--- config.mk ---
export PLATFORM = sky130hd
export DESIGN_NAME = kmw_queue
export DESIGN_NICKNAME = d
export VERILOG_FILES = /design/src/hdl/kruskal_mst_weight_defines.svh /design/src/hdl/kmw_pkg.sv /design/src/hdl/kmw_queue.sv
export SDC_FILE = /design/constraint.sdc
export NUM_CORES = 1
export LEC_CHECK = 0
export ABC_AREA = 1
export BUFFER_PORTS_ARGS = -buffer_cell sky130_fd_sc_hd__clkbuf_2
export CORE_UTILIZATION = 46
export DETAILED_ROUTE_END_ITERATION = 10
export MAX_ROUTING_LAYER = met4
export PLACE_DENSITY = 0.74
export REMOVE_ABC_BUFFERS = 1
export SLEW_MARGIN = 25
export SYNTH_ARGS = -nofsm -noshare
export SYNTH_HDL_FRONTEND = slang
export SYNTH_SLANG_ARGS = --single-unit
export TNS_END_PERCENT = 1
--- constraint.sdc ---
create_clock -name clock -period 2.55 [get_ports clock]
set_input_delay 0.765 -clock clock [delete_from_list [all_inputs] [get_ports clock]]
set_output_delay 0.765 -clock clock [all_outputs]
set_load 0.01 [all_outputs]
--- src/hdl/kruskal_mst_weight_defines.svh ---
// Assertion macros shared by the minimum spanning tree weight block.
`ifndef KRUSKAL_MST_WEIGHT_DEFINES_SVH
`define KRUSKAL_MST_WEIGHT_DEFINES_SVH
`ifndef SYNTHESIS
`define KMW_ASSERT_NOW(label, clk, rst, ante, cons) \
   label: assert property (@(posedge clk) disable iff (rst) (ante) |-> (cons)) \
      else $error("kmw: same-cycle check failed");
`define KMW_ASSERT_NEXT(label, clk, rst, ante, cons) \
   label: assert property (@(posedge clk) disable iff (rst) (ante) |=> (cons)) \
      else $error("kmw: next-cycle check failed");
`else
`define KMW_ASSERT_NOW(label, clk, rst, ante, cons)
`define KMW_ASSERT_NEXT(label, clk, rst, ante, cons)
`endif
`endif

--- src/hdl/kmw_pkg.sv ---
// Types, constants and helpers for the minimum spanning tree weight block.
`default_nettype none
package kmw_pkg;
   localparam int MAX_NODES_DEF   = 256;
   localparam int MAX_EDGES_DEF   = 1024;
   localparam int WEIGHT_BITS_DEF = 16;
   localparam int NODE_BITS       = 8;
   localparam int NODE_IDS        = 256;
   localparam int CFG_BITS        = 9;
   localparam int NCNT_BITS       = 13;
   localparam int QUEUE_DEPTH     = 2;
   localparam int TOTAL_BITS      = 24;
   localparam logic [CFG_BITS-1:0] NODE_COUNT_RST = 9'd256;

   typedef struct packed {
      logic [7:0]  node_u;
      logic [7:0]  node_v;
      logic [15:0] edge_weight;
      logic        last_edge;
   } req_type;

   typedef struct packed {
      logic [23:0] total_weight;
      logic [7:0]  edges_taken;
      logic        spanning;
      logic        dropped_edge;
   } rsp_type;

   // Zero counts as one node, anything above the maximum as the maximum.
   function automatic logic [NCNT_BITS-1:0] clamp_nodes(input logic [CFG_BITS-1:0] c,
                                                        input int unsigned maxn);
      logic [NCNT_BITS-1:0] r;
      if (c == '0) r = NCNT_BITS'(1);
      else if (32'(c) > maxn) r = NCNT_BITS'(maxn);
      else r = NCNT_BITS'(c);
      return r;
   endfunction
endpackage
`default_nettype wire

--- src/hdl/kmw_queue.sv ---
// Short queue between the front end and the solver.
`default_nettype none
module kmw_queue #(
   parameter int QW = 34
) (
   input  wire logic          clock,
   input  wire logic          reset,
   input  wire logic          q_push,
   input  wire logic [QW-1:0] q_wdata,
   output logic               q_full,
   input  wire logic          q_pop,
   output logic               q_empty,
   output logic [QW-1:0]      q_rdata
);
   localparam int D  = kmw_pkg::QUEUE_DEPTH;
   localparam int PW = (D > 1) ? $clog2(D) : 1;
   localparam int CW = $clog2(D + 1);

   logic [QW-1:0] slot_ff [D];
   logic [PW-1:0] wp_ff, wp_in, rp_ff, rp_in;
   logic [CW-1:0] cnt_ff, cnt_in;
   logic          do_push, do_pop;

   always_comb begin
      q_full  = (cnt_ff == CW'(D));
      q_empty = (cnt_ff == '0);
      q_rdata = slot_ff[rp_ff];
      do_push = q_push && !q_full;
      do_pop  = q_pop && !q_empty;
      wp_in   = do_push ? ((wp_ff == PW'(D - 1)) ? '0 : wp_ff + 1'b1) : wp_ff;
      rp_in   = do_pop ? ((rp_ff == PW'(D - 1)) ? '0 : rp_ff + 1'b1) : rp_ff;
      cnt_in  = cnt_ff + CW'(do_push) - CW'(do_pop);
   end

   always_ff @(posedge clock) begin
      if (reset) begin
         wp_ff  <= '0;
         rp_ff  <= '0;
         cnt_ff <= '0;
      end else begin
         wp_ff  <= wp_in;
         rp_ff  <= rp_in;
         cnt_ff <= cnt_in;
      end
   end

   always_ff @(posedge clock) begin
      if (do_push) slot_ff[wp_ff] <= q_wdata;
   end
endmodule
`default_nettype wire

After elaboration in Yosys (flattened, before gate mapping)
Memory sizes are Yosys's and may differ from the RTL's. A register that Yosys moved wholly into a read port is not among the register bits.
Index checks and enable logic that the tools add are counted.

storage, ports and cells
  memories = 1
  output and inout bits = 36
  memory bits (writable) = 68
  bits in registers = 4

cells by class
  eq/ne operators = 1
  reduce and logical (&&, ||, !) cells = 5
  add/sub/neg operators = 4
  mux-type cells = 6

memory list
  memory   depth  width  read ports  clocked after memory_dff  write ports  line             text
  slot_ff  2      34     1           1                         1            kmw_queue.sv:19  logic [QW-1:0] slot_ff [D];

operators with widths
  kind                                         number
  two-way mux 1 bit                            6
  adder 1 bit (second input constant)          2
  adder 2 x 1 -> 2 bit                         1
  equality test 2 bit (second input constant)  1
  logical AND 1 bit                            2
  zero test 1 bit                              2
  zero test 2 bit                              1
  subtractor 2 x 1 -> 2 bit                    1

Depth between registers and ports, before layout
  word-level depth = 5
  depth in mapped cells = 11
  mapped depth without buffers = 11

Worst setup path after synthesis
Ideal clock, no wire load.

  path type = input to register
  start point = input q_push
  end point = memory slot_ff[0][0] (enable)
  stages on the path = 2
  library setup time = 0.425 ns
  setup slack = -0.145 ns
  buffers on the path = 0
  data required time = 2.125 ns
  arrival time = 2.270 ns
  path through = nand2_1 nor2_1

on the way
  cells in the longest elaborated chain, start to end = 3

RTL lines
  what                                     line             text
  start: declaration                       kmw_queue.sv:8   input wire logic q_push,
  logical AND 1 bit                        kmw_queue.sv:28  do_push = q_push && !q_full;
  two-way mux 1 bit                        kmw_queue.sv:48  if (do_push) slot_ff[wp_ff] <= q_wdata;
  two-way mux 1 bit (implied by the code)  kmw_queue.sv:48
  end: declaration                         kmw_queue.sv:19

Every way passes these cells.

==> impl_metrics.tcl <==
set metrics [dict create \
    pwr_density_cell_nw_per_um2 982 \
    grt.overflow.total 0 \
    drt-pass1-iter-count 4 \
    rows 28 \
    crit-reg2reg-launch "cnt_ff[0]" \
    synth_edf_count 68 \
    start_kind "flop" \
    cts_tree "yes" \
    drc 0 \
    post-cts-setup-buffers 0 \
    outcome "finished clean" \
    period_minus_slack_ns 2.31 \
    min_period_over_period_pct 90.7 \
    hold_viol_final 0 \
    whs_ns 0.527 \
    finalInstanceArea_um2 3500 \
    leakagePower_nw 1.45 \
    hold_path.startpoint "rp_ff" \
    synth_async_sr_flop_share_pct 0 \
    max_slew_margin_pct 68.5 \
    hold_buffers 0 \
    dpl-instance-area_um2 3290 \
    max_clock_freq_ghz 0.432 \
    worstSkewPairLatency_ns 0.33 \
    dp_cells 293 \
    reg2reg_to "cnt_ff[1]" \
    rsz0062_at_grt "false" \
    initial_core_util_pct 48.0 \
    finalSetupTns_ns 0 \
    ys_seq_area_share_pct 74.9 \
    fin_nets 269 \
    slew_violations 0 \
    gp_congestion 0.745 \
    cts_root_buffer "clkbuf_8" \
    port_buffers 73 \
    viasPerCell 4.70 \
    ys_ff_latch 73 \
    yosys-top-cells-area "edfxtp_1 (71%), mux2_4 (16%), dfxtp_1 (3.5%)" \
    synthCells 145 \
    vdd_ir_drop_max_v 0.000613 \
    holdCritPathClass "reg -> reg" \
    via_count 1451 \
    syn_area_um2 2860 \
    areaGrowthSynthToFinish_pct 22.3 \
    grt_pass1_vias 1442 \
    grt_pass1_wl_mm 6.41 \
    synth_common_cells "edfxtp_1 (68), mux2_4 (30), inv_1 (10), nor2_1 (9), nand2_1 (8)" \
    die_h_um 80.9 \
    path_clk_slew_ns 0.06 \
    finalClockSkew_ns 0.0106 \
    drt_iter0_markers 63 \
    ios 74 \
    hold_path_end "rp_ff" \
    netlist.area_leader.share_pct 71.4 \
    reg2reg_slack_ns 0.99 \
    worst-r2r-cell-count 10 \
    avgSynthCellArea_um2 19.7 \
    ys_warn_count 0 \
    clock_sinks 73 \
    grt_max_degree 35 \
    holdPathStages 2 \
    clock_path_buffers 2 \
    post_drt_wl_per_cell_um 14.0 \
    cts_resized 0 \
    routed_wl_mm 4.33 \
    die_area_um2 6540 \
    dp_hpwl_mm 2.92 \
    numCtsBuffers 9 \
    synth_most_common_cell "edfxtp_1" \
    total_power_mw 3.43 \
    die-width_um 80.9 \
    antenna_found_initial 0 \
    n_antenna_cell 0 \
    drive_gt1_share_pct 54.3 \
    grt.total_usage_pct 14.4 \
    worst_setup_path_end_kind "output port" \
    htreeDepth 3 \
    crit_arrival_ns 1.55 \
    cp_max_fo 23 \
    max_cap_viol_count 0 \
    synth_largest_area_cell "edfxtp_1" \
    layoutNonFillerInstCount 309 \
    crit_required_ns 1.79 \
    tightest_slew_ns 0.472 \
    ys_types 12 \
    synth_flop_cell "edfxtp_1" \
    setup_violations 0 \
    worstSetupPathType "reg -> out" \
    ant_nets 0 \
    coreArea_um2 5960 \
]
## cell type report
| type | instances | area, um2 |
|---|---|---|
| Inverter | 10 | 37.5 |
| Tap cell | 75 | 93.8 |
| Sequential cell | 73 | 2140 |
| Clock inverter | 6 | 82.6 |
| Fill cell | 484 | 2460 |
| Clock buffer | 10 | 128 |
| Multi-Input combinational cell | 58 | 617 |
| Timing Repair Buffer | 77 | 395 |
## how the worst max path moves through the flow
stage | startpoint | endpoint | cells past startpoint
after global placement | flop | q_rdata[21] | 3
after CTS | flop | q_rdata[28] | 3
after detailed placement | flop | q_rdata[28] | 3
after global routing | flop | q_rdata[28] | 3
after floorplan | q_push | slot_ff[0][0] | 2
final | flop | q_rdata[28] | 3
## worst max-delay path, stage by stage, from the launching register on
cell	delay (ns)
dfxtp_2	0.32
buf_4	0.36
mux2_2	0.39
clkbuf_2	0.13
## cell families after synthesis
family	after synthesis	share of synthesized area [%]
buffers and inverters	14	3.81
AOI/OAI and AO/OA	2	0.350
muxes	34	17.3
DFF	73	74.9
and+or+nand+nor	20	2.76
adders and majority gates	2	0.875
## registers in the layout (all words and copies together), names as in the netlist, named ones only
signal	cells
slot_ff	68
cnt_ff	2
rp_ff	1
wp_ff	1
## report_power, final
group | total (mW) | internal [mW] | switching, mW
Combinational | 0.919 | 0.454 | 0.466
Sequential | 1.58 | 1.52 | 0.0548
Clock | 0.935 | 0.546 | 0.389
## metrics by stage
stage	util, %	setup WS, ns
final	58.7	0.238
after global routing	58.7	0.165
after global placement	55.2	0.593
after detailed placement	55.2	0.576
after CTS	58.7	0.210
after floorplan	-	-0.145
## cell usage in the layout (no fill, tap or decap), drive strengths merged
cell type,netlist,final
clkbuf,0,83
edfxtp,68,68
mux2,34,34
inv,10,10
nor2,9,9
nand2,8,8
dfxtp,5,5
buf,4,4
clkinv,0,4
nand3,3,3
a21oi,2,2
ha,2,2
bufinv,0,2
## routing by layer
layer / global-route usage [%] / routed length [um] / vias to the layer above
li1: - / - / 703
met1: 15.7 / 1840 / 688
met2: 23.8 / 2160 / 51
met3: 3.60 / 257 / 9
met4: 8.57 / 71 / 0
met5: - / 0 / -
No activity file was read; power rests on OpenSTA's default activity.
