**src/hdl/kruskal_mst_weight_defines.svh**
```systemverilog
// Assertion macros shared by the minimum spanning tree weight block.
`ifndef KRUSKAL_MST_WEIGHT_DEFINES_SVH
`define KRUSKAL_MST_WEIGHT_DEFINES_SVH
`ifndef SYNTHESIS
`define KMW_ASSERT_NOW(label, clk, rst, ante, cons) \
   label: assert property (@(posedge clk) disable iff (rst) (ante) |-> (cons)) \
      else $error("kmw: same-cycle check failed");
`define KMW_ASSERT_NEXT(label, clk, rst, ante, cons) \
   label: assert property (@(posedge clk) disable iff (rst) (ante) |=> (cons)) \
      else $error("kmw: next-cycle check failed");
`else
`define KMW_ASSERT_NOW(label, clk, rst, ante, cons)
`define KMW_ASSERT_NEXT(label, clk, rst, ante, cons)
`endif
`endif

```
**src/hdl/kmw_pkg.sv**
```systemverilog
// Types, constants and helpers for the minimum spanning tree weight block.
`default_nettype none
package kmw_pkg;
   localparam int MAX_NODES_DEF   = 256;
   localparam int MAX_EDGES_DEF   = 1024;
   localparam int WEIGHT_BITS_DEF = 16;
   localparam int NODE_BITS       = 8;
   localparam int NODE_IDS        = 256;
   localparam int CFG_BITS        = 9;
   localparam int NCNT_BITS       = 13;
   localparam int QUEUE_DEPTH     = 2;
   localparam int TOTAL_BITS      = 24;
   localparam logic [CFG_BITS-1:0] NODE_COUNT_RST = 9'd256;

   typedef struct packed {
      logic [7:0]  node_u;
      logic [7:0]  node_v;
      logic [15:0] edge_weight;
      logic        last_edge;
   } req_type;

   typedef struct packed {
      logic [23:0] total_weight;
      logic [7:0]  edges_taken;
      logic        spanning;
      logic        dropped_edge;
   } rsp_type;

   // Zero counts as one node, anything above the maximum as the maximum.
   function automatic logic [NCNT_BITS-1:0] clamp_nodes(input logic [CFG_BITS-1:0] c,
                                                        input int unsigned maxn);
      logic [NCNT_BITS-1:0] r;
      if (c == '0) r = NCNT_BITS'(1);
      else if (32'(c) > maxn) r = NCNT_BITS'(maxn);
      else r = NCNT_BITS'(c);
      return r;
   endfunction
endpackage
`default_nettype wire

```
**src/hdl/kmw_front.sv**
```systemverilog
// Front end: range check of an incoming edge and packing into a queue word.
`default_nettype none
module kmw_front #(
   parameter int MAX_NODES   = kmw_pkg::MAX_NODES_DEF,
   parameter int WEIGHT_BITS = kmw_pkg::WEIGHT_BITS_DEF,
   parameter int QW          = 2 + 2 * kmw_pkg::NODE_BITS + WEIGHT_BITS
) (
   input  wire kmw_pkg::req_type               req_item,
   input  wire logic [kmw_pkg::CFG_BITS-1:0]   node_count,
   output logic [QW-1:0]                       q_wdata
);
   logic [kmw_pkg::NCNT_BITS-1:0] n;
   logic [WEIGHT_BITS-1:0]        w;
   logic                          bad;

   always_comb begin
      n = kmw_pkg::clamp_nodes(node_count, MAX_NODES);
      bad = (kmw_pkg::NCNT_BITS'(req_item.node_u) >= n) ||
            (kmw_pkg::NCNT_BITS'(req_item.node_v) >= n);
      w = '0;
      for (int i = 0; i < WEIGHT_BITS; i++) begin
         if (i < 16) w[i] = req_item.edge_weight[i];
      end
      // word: last, drop, u, v, weight
      q_wdata = {req_item.last_edge, bad, req_item.node_u, req_item.node_v, w};
   end
endmodule
`default_nettype wire

```
**config.mk**
```make
export PLATFORM = sky130hd
export DESIGN_NAME = kmw_front
export DESIGN_NICKNAME = d
export VERILOG_FILES = /design/src/hdl/kruskal_mst_weight_defines.svh /design/src/hdl/kmw_pkg.sv /design/src/hdl/kmw_front.sv
export SDC_FILE = /design/constraint.sdc
export NUM_CORES = 1
export LEC_CHECK = 0
export ABC_AREA = 1
export BUFFER_PORTS_ARGS = -buffer_cell sky130_fd_sc_hd__buf_2
export CORE_ASPECT_RATIO = 1.4
export CORE_MARGIN = 8
export CORE_UTILIZATION = 41
export DETAILED_ROUTE_END_ITERATION = 12
export PLACE_DENSITY = 0.91
export REMOVE_ABC_BUFFERS = 1
export SETUP_SLACK_MARGIN = 0.02
export SYNTH_ARGS = -nofsm -noshare
export SYNTH_HDL_FRONTEND = slang
export SYNTH_SLANG_ARGS = --single-unit
export TNS_END_PERCENT = 30
```
**constraint.sdc**
```tcl
create_clock -name vclk -period 4
set_input_delay 0.2 -clock vclk [all_inputs]
set_output_delay 0.2 -clock vclk [all_outputs]
set_load 0.02 [all_outputs]
```
=== Yosys cells after proc, flatten, opt, wreduce, memory -nomap -nowiden ===
Index checks and enable logic that the tools add are counted.

* Multiplexer cells: 2
* Order comparisons: 3
* Reductions and logical operators: 2

{| class="wikitable"
|+ Operators by type and width
! kind !! number
|-
| 8-bit by 13-bit greater-or-equal comparator with 1-bit output || 2
|-
| 9-bit two-way mux || 2
|-
| 9-bit greater-than comparator, second input constant || 1
|-
| 9-bit zero test || 1
|-
| 1-bit logical OR || 1
|}

* Bits of input ports: 42
* Output and inout bits: 34
* Register bits: 0

=== Logic depth before layout (Yosys ltp) ===
* Depth in word-level cells: 5
* Gate-level depth with buffers: 16

=== Worst setup path after synthesis ===
OpenSTA, ideal clock, no wires.

* Path type: input to output
* Start point: input node_count[1] in the netlist's numbering
* End point: output q_wdata[32]
* Cell stages on the path: 16
* Data required time: 3,800 ps
* Path slack: 2,288 ps
* Data arrival time: 1,512 ps
* Cell sequence: nor2_1 nand2_1 nor2_1 nor2_1 inv_1 nand2_1 ha_1 nand2_1 nor2_2 nand2_1 nand3_1 nand2_1 nand2_1 inv_1 nand2_1 buf_4

* Word-level cells in the longest chain between the ends: 5
* Elaborated cells on any way between the ends: 7
* Those cells by class: 3 x order compare; 2 x mux; 2 x reduce/logical

{| class="wikitable"
|+ Ends and longest elaborated chain
! what !! RTL line !! text
|-
| start, declared || kmw_front.sv:9 || <nowiki>input wire logic [kmw_pkg::CFG_BITS-1:0] node_count,</nowiki>
|-
| 9-bit greater-than comparator || kmw_pkg.sv:34 || <nowiki>else if (32'(c) > maxn) r = NCNT_BITS'(maxn);</nowiki>
|-
| 9-bit two-way mux || kmw_pkg.sv:34 ||
|-
| 9-bit two-way mux * || kmw_pkg.sv:33 || <nowiki>if (c == '0) r = NCNT_BITS'(1);</nowiki>
|-
| 8-bit by 13-bit greater-or-equal comparator with 1-bit output, on equally long branches || kmw_front.sv:18, kmw_front.sv:19 ||
|-
| 1-bit logical OR * || kmw_front.sv:18 || <nowiki>bad = (kmw_pkg::NCNT_BITS'(req_item.node_u) >= n) ||</nowiki>
|-
| end, declared || kmw_front.sv:10 || <nowiki>output logic [QW-1:0] q_wdata</nowiki>
|}

Mark *: on every way between the ends. The rest lies on a longest branch, timed or not.

=== Final worst setup path ===
Ends and elaborated chain as after synthesis.

==> results.tsv <==
stage	metric	value	unit
setup_path	Worst setup SP type	primary input	
setup_path	Crit-path slowest cell	ha_1	
timing	Final Cycle Share	49.5	%
route	Initial DRC Count	11	
clocking	postcts setup bufs	0	
grt	first-pass GRT wire length	2.99	mm
power_and_ir_drop	Lkg Pwr	0.463	nW
setup_path	WS Path Type	primary input to output port	
timing	slew at the pin closest to its max-slew limit	216	ps
grt	total congestion overflow	0	
layout	footprint of the multi-input gates	444	µm²
layout	# diodes	0	
route	wire per inst	12.3	µm
timing	slew margin rel.	85.5	%
timing	final-report hold violation count	0	
logic_synthesis	Post-Synthesis Cells	125	
floorplan	full die area	3480	µm²
layout	most common cell after layout, fill and taps aside	buf_2	
layout	Final nets	193	
timing	post-layout min period	1980	ps
job	max_cap viols	0	
clocking	PostCTS Resize Cnt	0	
route	Vias	710	
logic_synthesis	yosys warns	0	
grt	Tot GR Track Use	10.5	%
timing	final slew viol count	0	
power_and_ir_drop	VDD IR-drop max	59.2	µV
layout	share of layout cells above drive strength 1	32.3	%
floorplan	chip width	52.2	µm
setup_path	WP data arrival	1780	ps
route	final wirelength	1.88	mm
route	TritonRoute pass-1 iters	4	
floorplan	# rows	18	
power_and_ir_drop	total power draw	83.6	µW
power_and_ir_drop	Clock Power Share	0	%
logic_synthesis	post-synth top area share	33.9	%
route	ANT nets after route	0	
setup_path	Crit path buffers/inverters	3	
logic_synthesis	Area contributors post-synth	buf_4 34%, ha_1 27%, nand2_1 19%, inv_1 6.5%, nor2_1 6.5%	
grt	number of global-route vias before repair	731	
power_and_ir_drop	Combinational Power Share	100.0	%
floorplan	Die H	66.7	µm
setup_path	Worst path most repeated cell	nand2_1	
logic_synthesis	sequential fraction of the synthesis area	0	%
power_and_ir_drop	power per cell area	114	nW/µm²
setup_path	Crit path largest cell delay	300	ps
layout	Area Growth Syn to Fin	-2.66	%
setup_path	Max FO, Critical Path	3	
timing	max frequency	0.505	GHz
place	IO Port Bufs	42	
timing	setup TNS	0	ps
setup_path	crit end category	output port	
floorplan	Initial Utilization	42.8	%
logic_synthesis	syn avg cell area	6.02	µm²
floorplan	# IOs	76	
setup_path	CP Data Required Time	3800	ps
layout	flip-flop and latch count	0	
route	Residual DRC	0	
logic_synthesis	Synth Cell Area	752	µm²
place	hpwl dp	1.76	mm
power_and_ir_drop	Net Sw Frac	59.0	%
layout	clock buffers	0	
place	GP Congestion	0.757	
setup_path	crit path cell chain	buf_2, nor2_1, nand2_1, nor2_1, nor2_1, inv_1, nand2_1, ha_1, nand2_1, nand2_1, nand2_1, nand3b_1, o21ai_0, nand2_1, buf_2	
route	vias per cell	4.64	
layout	commonest non-fill, non-tap cells in the layout	42 x buf_2, 39 x nand2_1, 16 x ha_1, 13 x inv_1, 13 x nor2_1	
logic_synthesis	Synth cell types	11	
power_and_ir_drop	internal power	34.3	µW
logic_synthesis	top cell type by total area after synthesis	buf_4	
outcome	status	completed	
power_and_ir_drop	Reg power frac	0	%
layout	fillers	216	
layout	Reg area	0	µm²
timing	Final Setup Violations	0	
timing	RSZ-0062 raised after global routing	false	
grt	antenna violations before repair	0	
floorplan	core footprint	1760	µm²
clocking	Post-CTS Hold Fix Bufs	0	
hold_path	Worst Hold Class	primary input to output port	
grt	largest net degree at the start of global routing	10	
power_and_ir_drop	Psw	49.3	µW
setup_path	Worst path top cell family by delay	simple AND/OR/NAND/NOR gates	
## cell type report
type	instances	area share (%)
multi-input cells	77	60.7
repair buffers	42	28.7
inverters	14	7.18
well taps	20	3.42
## power groups by stage
| stage | logic [mW] | registers [mW] | clock network (mW) |
|---|---|---|---|
| finish | 0.0836 | 0 | 0 |
| global placement | 0.0829 | 0 | 0 |
| floorplan | 0.0403 | 0 | 0 |
| detailed placement | 0.0848 | 0 | 0 |
| CTS | 0.0853 | 0 | 0 |
| global route | 0.0973 | 0 | 0 |
## synthesized netlist by cell type
| cell type | instances |
|---|---|
| a21oi_1 | 3 |
| buf_4 | 34 |
| clkinv_1 | 1 |
| ha_1 | 16 |
| inv_1 | 13 |
| nand2_1 | 39 |
| nand3_1 | 3 |
| nand3b_1 | 1 |
| nor2_1 | 13 |
| nor2_2 | 1 |
| o21ai_0 | 1 |
## stage by stage
step	hold WS [ps]	worst slack (ps)	util, %	instance area, µm²	std cells
2_1_floorplan	400	2310	-	497	91
3_3_place_gp	400	2030	41.7	732	153
3_5_place_dp	400	2010	41.7	732	153
4_1_cts	400	2010	41.7	732	153
5_1_grt	400	1780	41.7	732	153
6_report	400	2020	41.7	732	153
## path summary, 6_finish.rpt
kind | startpoint | to | slack (ps) | cells after the start
worst max-delay path | node_count[1] | q_wdata[32] | 2020 | 15
worst min-delay path | req_item[0] | q_wdata[33] | 400 | 0
## cells by family (layout without fill, tap and decap cells)
group           Yosys count  in the layout  share of synthesized area [%]
compound gates            4              4                           2.66
fa+ha+maj                16             16                           26.6
buf+inv                  48             56                           40.9
simple gates             57             57                           29.8
## layer usage
metal  up-vias  track usage [%]  wire length, µm
li1        370                -                -
met1       289             11.7              751
met2        51             16.6              762
met3         0             7.13              362
met4         0                0                0
met5         -             8.33                0
No activity file was read; power rests on OpenSTA's default activity.
